### config.mk
export PLATFORM = sky130hd
export DESIGN_NAME = rgba16_to_rgb12_word_packer_flat
export DESIGN_NICKNAME = d
export VERILOG_FILES = /design/src/rgbp_pkg.sv /design/src/rgbp_ifs.sv /design/src/rgba16_to_rgb12_word_packer.sv /design/src/rgbp_front.sv /design/src/rgbp_queue.sv /design/src/rgbp_back.sv /design/src/flat_wrapper.sv
export SDC_FILE = /design/constraint.sdc
export NUM_CORES = 1
export LEC_CHECK = 0
export BUFFER_PORTS_ARGS = -buffer_cell sky130_fd_sc_hd__buf_4
export CAP_MARGIN = 20
export CORE_UTILIZATION = 35
export DETAILED_ROUTE_END_ITERATION = 7
export PLACE_DENSITY = 0.65
export SLEW_MARGIN = 0
export SYNTH_ARGS = -nofsm -noshare
export SYNTH_HDL_FRONTEND = slang
export SYNTH_SLANG_ARGS = --single-unit
export TNS_END_PERCENT = 20
### constraint.sdc
create_clock -name clk -period 4.95 [get_ports clk]
set_input_delay 1.485 -clock clk [delete_from_list [all_inputs] [get_ports clk]]
set_output_delay 1.485 -clock clk [all_outputs]
set_load 0.01 [all_outputs]
### src/rgbp_pkg.sv
package rgbp_pkg;

  localparam int CHAN_W      = 16;
  localparam int CHAN_KEEP   = 12;
  localparam int PIX_BITS    = 3 * CHAN_KEEP;
  localparam int WORD_W      = 32;
  localparam int ACC_W       = 2 * WORD_W;
  localparam int PHASE_W     = 3;
  localparam int QUEUE_DEPTH = 2;

  localparam logic [PHASE_W-1:0] LAST_PHASE = '1;
  localparam logic BYTE_ORDER_RESET = 1'b1;

  // One queue entry: everything a pixel sends out, as packed (little-endian).
  typedef struct packed {
    logic [WORD_W-1:0] word_lo;
    logic [WORD_W-1:0] word_hi;
    logic              two;
  } pair_t;

  function automatic logic [WORD_W-1:0] swap_bytes(input logic [WORD_W-1:0] w);
    return {w[7:0], w[15:8], w[23:16], w[31:24]};
  endfunction

endpackage

### src/rgbp_ifs.sv
interface rgbp_pix_if;
  logic        valid;
  logic        ready;
  logic [15:0] red;
  logic [15:0] green;
  logic [15:0] blue;
  logic [15:0] alpha;
  logic        line_end;

  modport source(output valid, red, green, blue, alpha, line_end, input ready);
  modport sink(input valid, red, green, blue, alpha, line_end, output ready);
endinterface

interface rgbp_word_if;
  logic        valid;
  logic        ready;
  logic [31:0] word;
  logic        last_of_run;

  modport source(output valid, word, last_of_run, input ready);
  modport sink(input valid, word, last_of_run, output ready);
endinterface

interface rgbp_cfg_if;
  logic valid;
  logic ready;
  logic data;

  modport source(output valid, data, input ready);
  modport sink(input valid, data, output ready);
endinterface

### src/rgba16_to_rgb12_word_packer.sv
// Packs RGBA pixels with 16-bit channels into a stream of 32-bit words. Each
// pixel keeps bits 15..4 of red, green and blue (alpha is dropped), and the
// 36 bits are appended LSB first, red lowest, to a bit stream that leaves as
// words: in a group of eight pixels the first seven complete one word each and
// the eighth completes two, and last_of_run marks the final word a pixel
// caused. A pixel with line_end set still sends its words, after which any
// partial residue is dropped and the next pixel starts a new group. The
// byte_order register (reset 1) swaps the four bytes of every word when set
// and leaves words as packed when clear; write it only while the block is idle.
// The input takes a pixel every cycle while the two-entry queue between the
// packing front and the output stage has room. The eighth pixel of a group
// yields two words and so holds the output stage longer than the others;
// sustained throughput is set by the single output word register. When the
// queue and the output register are empty, the first word of a pixel passes
// through a queue slot and then the output word register before it is valid.
module rgba16_to_rgb12_word_packer #(
  parameter int QUEUE_DEPTH = rgbp_pkg::QUEUE_DEPTH
) (
  input logic         clk,
  input logic         rst_n,
  rgbp_pix_if.sink    in_pix,
  rgbp_cfg_if.sink    cfg_wr,
  rgbp_word_if.source out_word
);

  // Front to queue: one entry per accepted pixel, holding one or two words.
  logic            push_valid;
  logic            push_ready;
  rgbp_pkg::pair_t push_entry;

  // Queue to back.
  logic            q_valid;
  logic            q_pop;
  rgbp_pkg::pair_t q_entry;

  // The front owns the packing phase and residue and updates them on accept.
  rgbp_front u_front (
    .clk        (clk),
    .rst_n      (rst_n),
    .in_pix     (in_pix),
    .push_valid (push_valid),
    .push_entry (push_entry),
    .push_ready (push_ready)
  );

  // The queue lets the front keep taking pixels while the back sends the
  // second word of a pair or waits on a stalled sink.
  rgbp_queue #(
    .DEPTH (QUEUE_DEPTH)
  ) u_queue (
    .clk      (clk),
    .rst_n    (rst_n),
    .wr_valid (push_valid),
    .wr_entry (push_entry),
    .wr_ready (push_ready),
    .rd_valid (q_valid),
    .rd_entry (q_entry),
    .rd_pop   (q_pop)
  );

  // The back holds the byte-order register, splits pairs into single words
  // and applies the byte swap at the output register.
  rgbp_back u_back (
    .clk      (clk),
    .rst_n    (rst_n),
    .cfg_wr   (cfg_wr),
    .q_valid  (q_valid),
    .q_entry  (q_entry),
    .q_pop    (q_pop),
    .out_word (out_word)
  );

endmodule

### src/rgbp_front.sv
module rgbp_front (
  input  logic                clk,
  input  logic                rst_n,
  rgbp_pix_if.sink            in_pix,
  output logic                push_valid,
  output rgbp_pkg::pair_t     push_entry,
  input  logic                push_ready
);

  logic [rgbp_pkg::WORD_W-1:0]   residue_r, residue_nxt;
  logic [rgbp_pkg::PHASE_W-1:0]  phase_r, phase_nxt;
  logic [rgbp_pkg::PIX_BITS-1:0] pix;
  logic [rgbp_pkg::ACC_W-1:0]    acc;
  logic                          accept;
  logic                          group_end;

  assign in_pix.ready = push_ready;
  assign push_valid   = in_pix.valid;
  assign accept       = in_pix.valid && push_ready;
  assign group_end    = (phase_r == rgbp_pkg::LAST_PHASE);

  // Red lands in the lowest bits, blue in the highest.
  assign pix = {in_pix.blue[15:4], in_pix.green[15:4], in_pix.red[15:4]};
  assign acc = {{rgbp_pkg::WORD_W{1'b0}}, residue_r}
             | ({{(rgbp_pkg::ACC_W - rgbp_pkg::PIX_BITS){1'b0}}, pix} << {phase_r, 2'b00});

  assign push_entry.word_lo = acc[rgbp_pkg::WORD_W-1:0];
  assign push_entry.word_hi = acc[rgbp_pkg::ACC_W-1:rgbp_pkg::WORD_W];
  assign push_entry.two     = group_end;

  always_comb begin
    residue_nxt = residue_r;
    phase_nxt   = phase_r;
    if (accept) begin
      if (in_pix.line_end || group_end) begin
        residue_nxt = '0;
      end else begin
        residue_nxt = acc[rgbp_pkg::ACC_W-1:rgbp_pkg::WORD_W];
      end
      phase_nxt = in_pix.line_end ? '0 : phase_r + 1'b1;
    end
  end

  always_ff @(posedge clk) begin
    if (!rst_n) begin
      residue_r <= '0;
      phase_r   <= '0;
    end else begin
      residue_r <= residue_nxt;
      phase_r   <= phase_nxt;
    end
  end

  // A line end always restarts the packing from an empty residue.
  a_line_end_clears: assert property (@(posedge clk) disable iff (!rst_n)
    accept && in_pix.line_end |=> phase_r == '0 && residue_r == '0)
    else $error("line end did not clear packing state");

  // Only the low four bits per pending pixel may be set in the residue.
  a_residue_clean: assert property (@(posedge clk) disable iff (!rst_n)
    (residue_r >> {phase_r, 2'b00}) == '0)
    else $error("residue holds bits beyond the current phase");

endmodule

### src/rgbp_queue.sv
module rgbp_queue #(
  parameter int DEPTH = rgbp_pkg::QUEUE_DEPTH
) (
  input  logic            clk,
  input  logic            rst_n,
  input  logic            wr_valid,
  input  rgbp_pkg::pair_t wr_entry,
  output logic            wr_ready,
  output logic            rd_valid,
  output rgbp_pkg::pair_t rd_entry,
  input  logic            rd_pop
);

  localparam int PTR_W = (DEPTH > 1) ? $clog2(DEPTH) : 1;
  localparam int CNT_W = $clog2(DEPTH + 1);

  rgbp_pkg::pair_t  slot_r [DEPTH];
  logic [PTR_W-1:0] wr_ptr_r, wr_ptr_nxt;
  logic [PTR_W-1:0] rd_ptr_r, rd_ptr_nxt;
  logic [CNT_W-1:0] count_r, count_nxt;
  logic             push, pop;

  assign wr_ready = (count_r != CNT_W'(DEPTH));
  assign rd_valid = (count_r != '0);
  assign rd_entry = slot_r[rd_ptr_r];
  assign push     = wr_valid && wr_ready;
  assign pop      = rd_pop && rd_valid;

  always_comb begin
    wr_ptr_nxt = wr_ptr_r;
    rd_ptr_nxt = rd_ptr_r;
    if (push) begin
      wr_ptr_nxt = (wr_ptr_r == PTR_W'(DEPTH - 1)) ? '0 : wr_ptr_r + 1'b1;
    end
    if (pop) begin
      rd_ptr_nxt = (rd_ptr_r == PTR_W'(DEPTH - 1)) ? '0 : rd_ptr_r + 1'b1;
    end
    count_nxt = count_r + CNT_W'(push) - CNT_W'(pop);
  end

  always_ff @(posedge clk) begin
    if (!rst_n) begin
      wr_ptr_r <= '0;
      rd_ptr_r <= '0;
      count_r  <= '0;
    end else begin
      wr_ptr_r <= wr_ptr_nxt;
      rd_ptr_r <= rd_ptr_nxt;
      count_r  <= count_nxt;
    end
  end

  always_ff @(posedge clk) begin
    if (push) begin
      slot_r[wr_ptr_r] <= wr_entry;
    end
  end

  a_count_bound: assert property (@(posedge clk) disable iff (!rst_n)
    count_r <= CNT_W'(DEPTH))
    else $error("queue count overflow");

endmodule

### src/rgbp_back.sv
module rgbp_back (
  input  logic            clk,
  input  logic            rst_n,
  rgbp_cfg_if.sink        cfg_wr,
  input  logic            q_valid,
  input  rgbp_pkg::pair_t q_entry,
  output logic            q_pop,
  rgbp_word_if.source     out_word
);

  logic                        byte_order_r, byte_order_nxt;
  logic                        out_valid_r, out_valid_nxt;
  logic [rgbp_pkg::WORD_W-1:0] out_data_r, out_data_nxt;
  logic                        out_last_r, out_last_nxt;
  logic                        hi_pend_r, hi_pend_nxt;
  logic [rgbp_pkg::WORD_W-1:0] hi_word_r, hi_word_nxt;
  logic                        load;

  assign cfg_wr.ready         = 1'b1;
  assign out_word.valid       = out_valid_r;
  assign out_word.word        = out_data_r;
  assign out_word.last_of_run = out_last_r;

  assign load  = !out_valid_r || out_word.ready;
  assign q_pop = load && !hi_pend_r && q_valid;

  assign byte_order_nxt = cfg_wr.valid ? cfg_wr.data : byte_order_r;

  always_comb begin
    out_valid_nxt = out_valid_r;
    out_data_nxt  = out_data_r;
    out_last_nxt  = out_last_r;
    hi_pend_nxt   = hi_pend_r;
    hi_word_nxt   = hi_word_r;
    if (load) begin
      priority if (hi_pend_r) begin
        out_valid_nxt = 1'b1;
        out_data_nxt  = byte_order_r ? rgbp_pkg::swap_bytes(hi_word_r) : hi_word_r;
        out_last_nxt  = 1'b1;
        hi_pend_nxt   = 1'b0;
      end else if (q_valid) begin
        out_valid_nxt = 1'b1;
        out_data_nxt  = byte_order_r ? rgbp_pkg::swap_bytes(q_entry.word_lo)
                                     : q_entry.word_lo;
        out_last_nxt  = !q_entry.two;
        hi_pend_nxt   = q_entry.two;
        hi_word_nxt   = q_entry.word_hi;
      end else begin
        out_valid_nxt = 1'b0;
      end
    end
  end

  always_ff @(posedge clk) begin
    if (!rst_n) begin
      byte_order_r <= rgbp_pkg::BYTE_ORDER_RESET;
      out_valid_r  <= 1'b0;
      hi_pend_r    <= 1'b0;
    end else begin
      byte_order_r <= byte_order_nxt;
      out_valid_r  <= out_valid_nxt;
      hi_pend_r    <= hi_pend_nxt;
    end
  end

  always_ff @(posedge clk) begin
    out_data_r <= out_data_nxt;
    out_last_r <= out_last_nxt;
    hi_word_r  <= hi_word_nxt;
  end

  // While a second word waits, the first of the pair sits in the output register.
  a_pair_order: assert property (@(posedge clk) disable iff (!rst_n)
    hi_pend_r |-> out_valid_r && !out_last_r)
    else $error("second word pending without its first word shown");

  // The second word of a pair always follows with the run marker set.
  a_pair_closes: assert property (@(posedge clk) disable iff (!rst_n)
    hi_pend_r && out_word.ready |=> out_valid_r && out_last_r)
    else $error("second word of a pair not delivered next");

endmodule
### src/flat_wrapper.sv
// flat-port wrapper written by rule: the top's interface ports become plain ports
module rgba16_to_rgb12_word_packer_flat 
#(
  parameter int QUEUE_DEPTH = rgbp_pkg::QUEUE_DEPTH
)
  (clk, rst_n, in_pix_valid, in_pix_red, in_pix_green, in_pix_blue, in_pix_alpha, in_pix_line_end, in_pix_ready, cfg_wr_valid, cfg_wr_data, cfg_wr_ready, out_word_valid, out_word_word, out_word_last_of_run, out_word_ready);
  rgbp_pix_if in_pix_i ();
  rgbp_cfg_if cfg_wr_i ();
  rgbp_word_if out_word_i ();
  input logic clk;
  input logic rst_n;
  input wire logic [$bits(in_pix_i.valid)-1:0] in_pix_valid;
  input wire logic [$bits(in_pix_i.red)-1:0] in_pix_red;
  input wire logic [$bits(in_pix_i.green)-1:0] in_pix_green;
  input wire logic [$bits(in_pix_i.blue)-1:0] in_pix_blue;
  input wire logic [$bits(in_pix_i.alpha)-1:0] in_pix_alpha;
  input wire logic [$bits(in_pix_i.line_end)-1:0] in_pix_line_end;
  output wire logic [$bits(in_pix_i.ready)-1:0] in_pix_ready;
  input wire logic [$bits(cfg_wr_i.valid)-1:0] cfg_wr_valid;
  input wire logic [$bits(cfg_wr_i.data)-1:0] cfg_wr_data;
  output wire logic [$bits(cfg_wr_i.ready)-1:0] cfg_wr_ready;
  output wire logic [$bits(out_word_i.valid)-1:0] out_word_valid;
  output wire logic [$bits(out_word_i.word)-1:0] out_word_word;
  output wire logic [$bits(out_word_i.last_of_run)-1:0] out_word_last_of_run;
  input wire logic [$bits(out_word_i.ready)-1:0] out_word_ready;
  assign in_pix_i.valid = in_pix_valid;
  assign in_pix_i.red = in_pix_red;
  assign in_pix_i.green = in_pix_green;
  assign in_pix_i.blue = in_pix_blue;
  assign in_pix_i.alpha = in_pix_alpha;
  assign in_pix_i.line_end = in_pix_line_end;
  assign in_pix_ready = in_pix_i.ready;
  assign cfg_wr_i.valid = cfg_wr_valid;
  assign cfg_wr_i.data = cfg_wr_data;
  assign cfg_wr_ready = cfg_wr_i.ready;
  assign out_word_valid = out_word_i.valid;
  assign out_word_word = out_word_i.word;
  assign out_word_last_of_run = out_word_i.last_of_run;
  assign out_word_i.ready = out_word_ready;
  rgba16_to_rgb12_word_packer #(.QUEUE_DEPTH(QUEUE_DEPTH)) u_core (.clk(clk), .rst_n(rst_n), .in_pix(in_pix_i), .cfg_wr(cfg_wr_i), .out_word(out_word_i));
endmodule
==> reports/results.tsv <==
stage	metric	value	unit
timing	Clock Skews	0.01007	ns
yosys	Synth Flop Type	edfxtp_1	
power	sequential share of power	0.474	
global_routing	GRT Max-Usage Layer	met2	
place	Inst Count DP	1166	
routing	DR DRC count	0	
routing	Via-to-Cell Ratio	5.189	
critical_path	Worst R2R Setup Slack	1.98	ns
critical_path	Worst Path Required	5.41	ns
timing	post-route clock period utilization	0.6006	
global_routing	GRT met2 Usage	0.2502	
floorplanning	chip height	175.2	um
yosys	Seq/Total Area, Yosys	0.6397	
layout	area of the multi-input gates	3506	um^2
yosys	Post-synth top cells	edfxtp_1 (195), mux2i_1 (90), nor2_1 (58)	
power	Combinational Power Share	0.246	
yosys	top cell type's share of synthesized area	0.5577	
yosys	mux cell area share after synthesis	0.1537	
place	final RePlAce weighted congestion	0.8370	
layout	Filler cells	2721	
timing	Tightest Pin Transition	1.043	ns
clock_network	CTS clk-pin slew, worst paths	0.06	ns
clock_network	Num CTS Buffers	25	
power	Net Sw Power	1927	uW
run_status	status	completed	
yosys	ranking of synthesized cells by area	edfxtp_1 (56%), mux2i_1 (8.6%), dfxtp_1 (8.2%)	
critical_path	R2R cell count	4	
timing	Peak Freq	336.4	MHz
flow_run	max cap viols	0	
timing	fin. max-slew vios	0	
layout	FF+latch area	6725	um^2
yosys	Unique masters post-synth	55	
timing	Tmin final	2.973	ns
yosys	#FFs+latches synth	238	
timing	final setup fails	0	
floorplanning	Die Wd	175.2	um
power	Clock Power Share	0.280	
hold_path	worst hold path type	reg2reg	
critical_path	Setup Crit Path Kind	reg2reg	
power	pwr dens	534.6	nW/um^2
yosys	post-synthesis compound-gate area fraction	0.09915	
power	switching share of total power	0.2946	
power	Cell Int Power	4615	uW
clock_network	clk buf depth	3	
yosys	fraction of registers with async set/reset	0	
power	Max VDD drop	508.8	uV
power	leakage	0.004418	uW
critical_path	crit path cell chain	buf_4 -> clkinv_1 -> a221oi_1 -> a22o_1	
layout	fin cells	1212	
critical_path	slowest stage delay, CP	0.93	ns
routing	DRT Pass-1 Iters	5	
timing	final hold vios	0	
critical_path	Crit path arrival time	3.44	ns
layout	share of cells above drive strength 1	0.2336	
yosys	Gate Count Post-Synth	743	
critical_path	slowest CP cell	a221oi_1	
yosys	warnings from Yosys	0	
critical_path	Setup crit start	u_core.u_front.phase_r[2]	
critical_path	type of origin of the critical path	flip-flop	
floorplanning	starting density of the core	0.3552	
layout	nets	877	
timing	RSZ-0062 raised after global routing	no	
routing	DR iter-0 viols	495	
critical_path	CP top delay family	buffers and inverters	
critical_path	Crit Path Max Fanout	54	
place	input/output buffers	77	
clock_network	H-tree levels	1	
yosys	largest family of logic cells by synthesized area	multiplexers	
clock_network	Clock Sinks	238	
yosys	Post-Synth Simple-Gate Area	0.07162	
routing	final wirelength	23.80	mm
timing	Slew headroom	0.3047	
routing	Vias	6289	
clock_network	CTS root buf	clkbuf_16	
routing	post-route ant nets	0	
clock_network	clk_lat worst skew	0.52	ns
global_routing	met3 global-route usage	0.02633	
critical_path	Worst R2R End	u_core.u_front.residue_r[7]	
yosys	syn_area_per_cell	14.13	um^2
yosys	XOR/XNOR share of the synthesized area	0.003337	
yosys	most frequent cell after synthesis	edfxtp_1	
critical_path	critical path capture point type	flip-flop	
global_routing	global-route wire length before repair	36.08	mm
timing	TNS Setup	0	ns
clock_network	CTS hold repair buffers	0	
clock_network	cts repair resizes	0	
global_routing	largest net degree at the start of global routing	58	
layout	Synth-to-Final Area Change	16.58	%
layout	n_diodes	0	
floorplanning	IO Count	107	
critical_path	WP depth	4	
routing	WL/cell	19.63	um
critical_path	CP endpoint	u_core.u_front.residue_r[7]	
clock_network	TritonCTS clock tree	yes	
floorplanning	die area	30690	um^2
floorplanning	# rows	63	
yosys	Syn Std Cell Area	10500	um^2
critical_path	reg2reg start	u_core.u_front.phase_r[2]	
global_routing	GR Layer Usage met1	0.2163	
yosys	syn nets	817	
global_routing	number of antenna violations at the first check in global routing	0	
global_routing	gr ovfl total	0	
yosys	post-synthesis adder-cell area fraction	0.003575	
yosys	number of synthesized flops with an enable pin	195	
place	hpwl dp	15.56	mm
floorplanning	core box area	29560	um^2
yosys	area leader, netlist	edfxtp_1	
global_routing	Total GRT Usage	0.1548	
clock_network	setup bufs post-CTS	0	
critical_path	Worst Path Buf+Inv	2	
global_routing	number of global-route vias before repair	6080	
-- registers in the layout, indices dropped and copies added, names as in the netlist, named ones only --
signal,cells
u_core.u_queue.wr_ptr_r,1
u_core.u_back.out_word.word,32
u_core.u_front.residue_r,32
u_core.u_queue.slot_r,130
u_core.u_front.phase_r,3
u_core.u_queue.rd_ptr_r,1
u_core.u_back.out_word.last_of_run,1
u_core.u_back.out_word.valid,1
u_core.u_back.hi_word_r,32
u_core.u_queue.count_r,2
u_core.u_back.byte_order_r,1
u_core.u_back.hi_pend_r,1
-- routing by layer --
layer | vias up | wire length (um)
li1 | 2967 | -
met1 | 3092 | 10600
met2 | 192 | 11200
met3 | 38 | 1532
met4 | 0 | 468
met5 | - | 0
-- kinds of logic after synthesis --
kind of cell,after synthesis
adders and majority gates,3
buffers and inverters,60
DFF,238
xor gates and xnor gates,4
AOI/OAI and AO/OA,145
muxes,144
other,1
and+or+nand+nor,148
-- cell usage in the layout (no fill, tap or decap), types with 14 or more instances in the layout --
cell / Yosys / layout
nor2b_1: 18 / 18
mux2i_1: 90 / 90
and2_1: 25 / 25
nor2_1: 58 / 56
clkbuf_16: 0 / 25
buf_4: 4 / 84
dfxtp_1: 43 / 38
mux2_2: 46 / 46
a21oi_1: 39 / 39
nand2_1: 17 / 17
edfxtp_1: 195 / 195
o2bb2ai_1: 14 / 14
-- metrics by stage --
stage / instance area, um^2 / total power [uW] / hold WS, ns / utilization / worst slack [ns]
6_report: 12240 / 6543 / 0.4763 / 0.4141 / 1.977
5_1_grt: 12240 / 6864 / 0.4846 / 0.4141 / 1.819
4_1_cts: 12240 / 6633 / 0.4666 / 0.4141 / 2.065
3_5_place_dp: 11420 / 4797 / 0.4554 / 0.3862 / 1.807
2_1_floorplan: 10500 / 4118 / 0.4404 / - / 0.9616
3_3_place_gp: 11420 / 4756 / 0.4480 / 0.3862 / 1.817
-- power groups by stage --
stage	Combinational (uW)	Sequential, uW	Clock [uW]
2_1_floorplan	1030	3090	0
3_3_place_gp	1620	3140	0
3_5_place_dp	1640	3150	0
4_1_cts	1650	3110	1870
5_1_grt	1760	3160	1940
6_report	1610	3100	1830
-- how the worst min path moves through the flow --
stage	startpoint	end	slack [ns]	cells after the start
after global placement	u_core.u_front.residue_r[17]	u_core.u_front.residue_r[17]	0.45	2
after CTS	u_core.u_front.residue_r[16]	u_core.u_front.residue_r[16]	0.47	2
after floorplan	u_core.u_front.residue_r[16]	u_core.u_front.residue_r[16]	0.44	2
after detailed placement	u_core.u_front.residue_r[5]	u_core.u_front.residue_r[5]	0.46	1
final	u_core.u_front.residue_r[0]	u_core.u_front.residue_r[0]	0.48	1
after global routing	u_core.u_front.residue_r[16]	u_core.u_front.residue_r[16]	0.48	2
-- cell type report --
class	count	area share
multi-input cells	445	0.2864
clock inverters	6	0.003374
clock buffers	40	0.06389
flip-flops and latches	238	0.5495
repair buffers	86	0.05479
well taps	390	0.03987
inverters	7	0.002147
(Power assumes the default switching activity.)
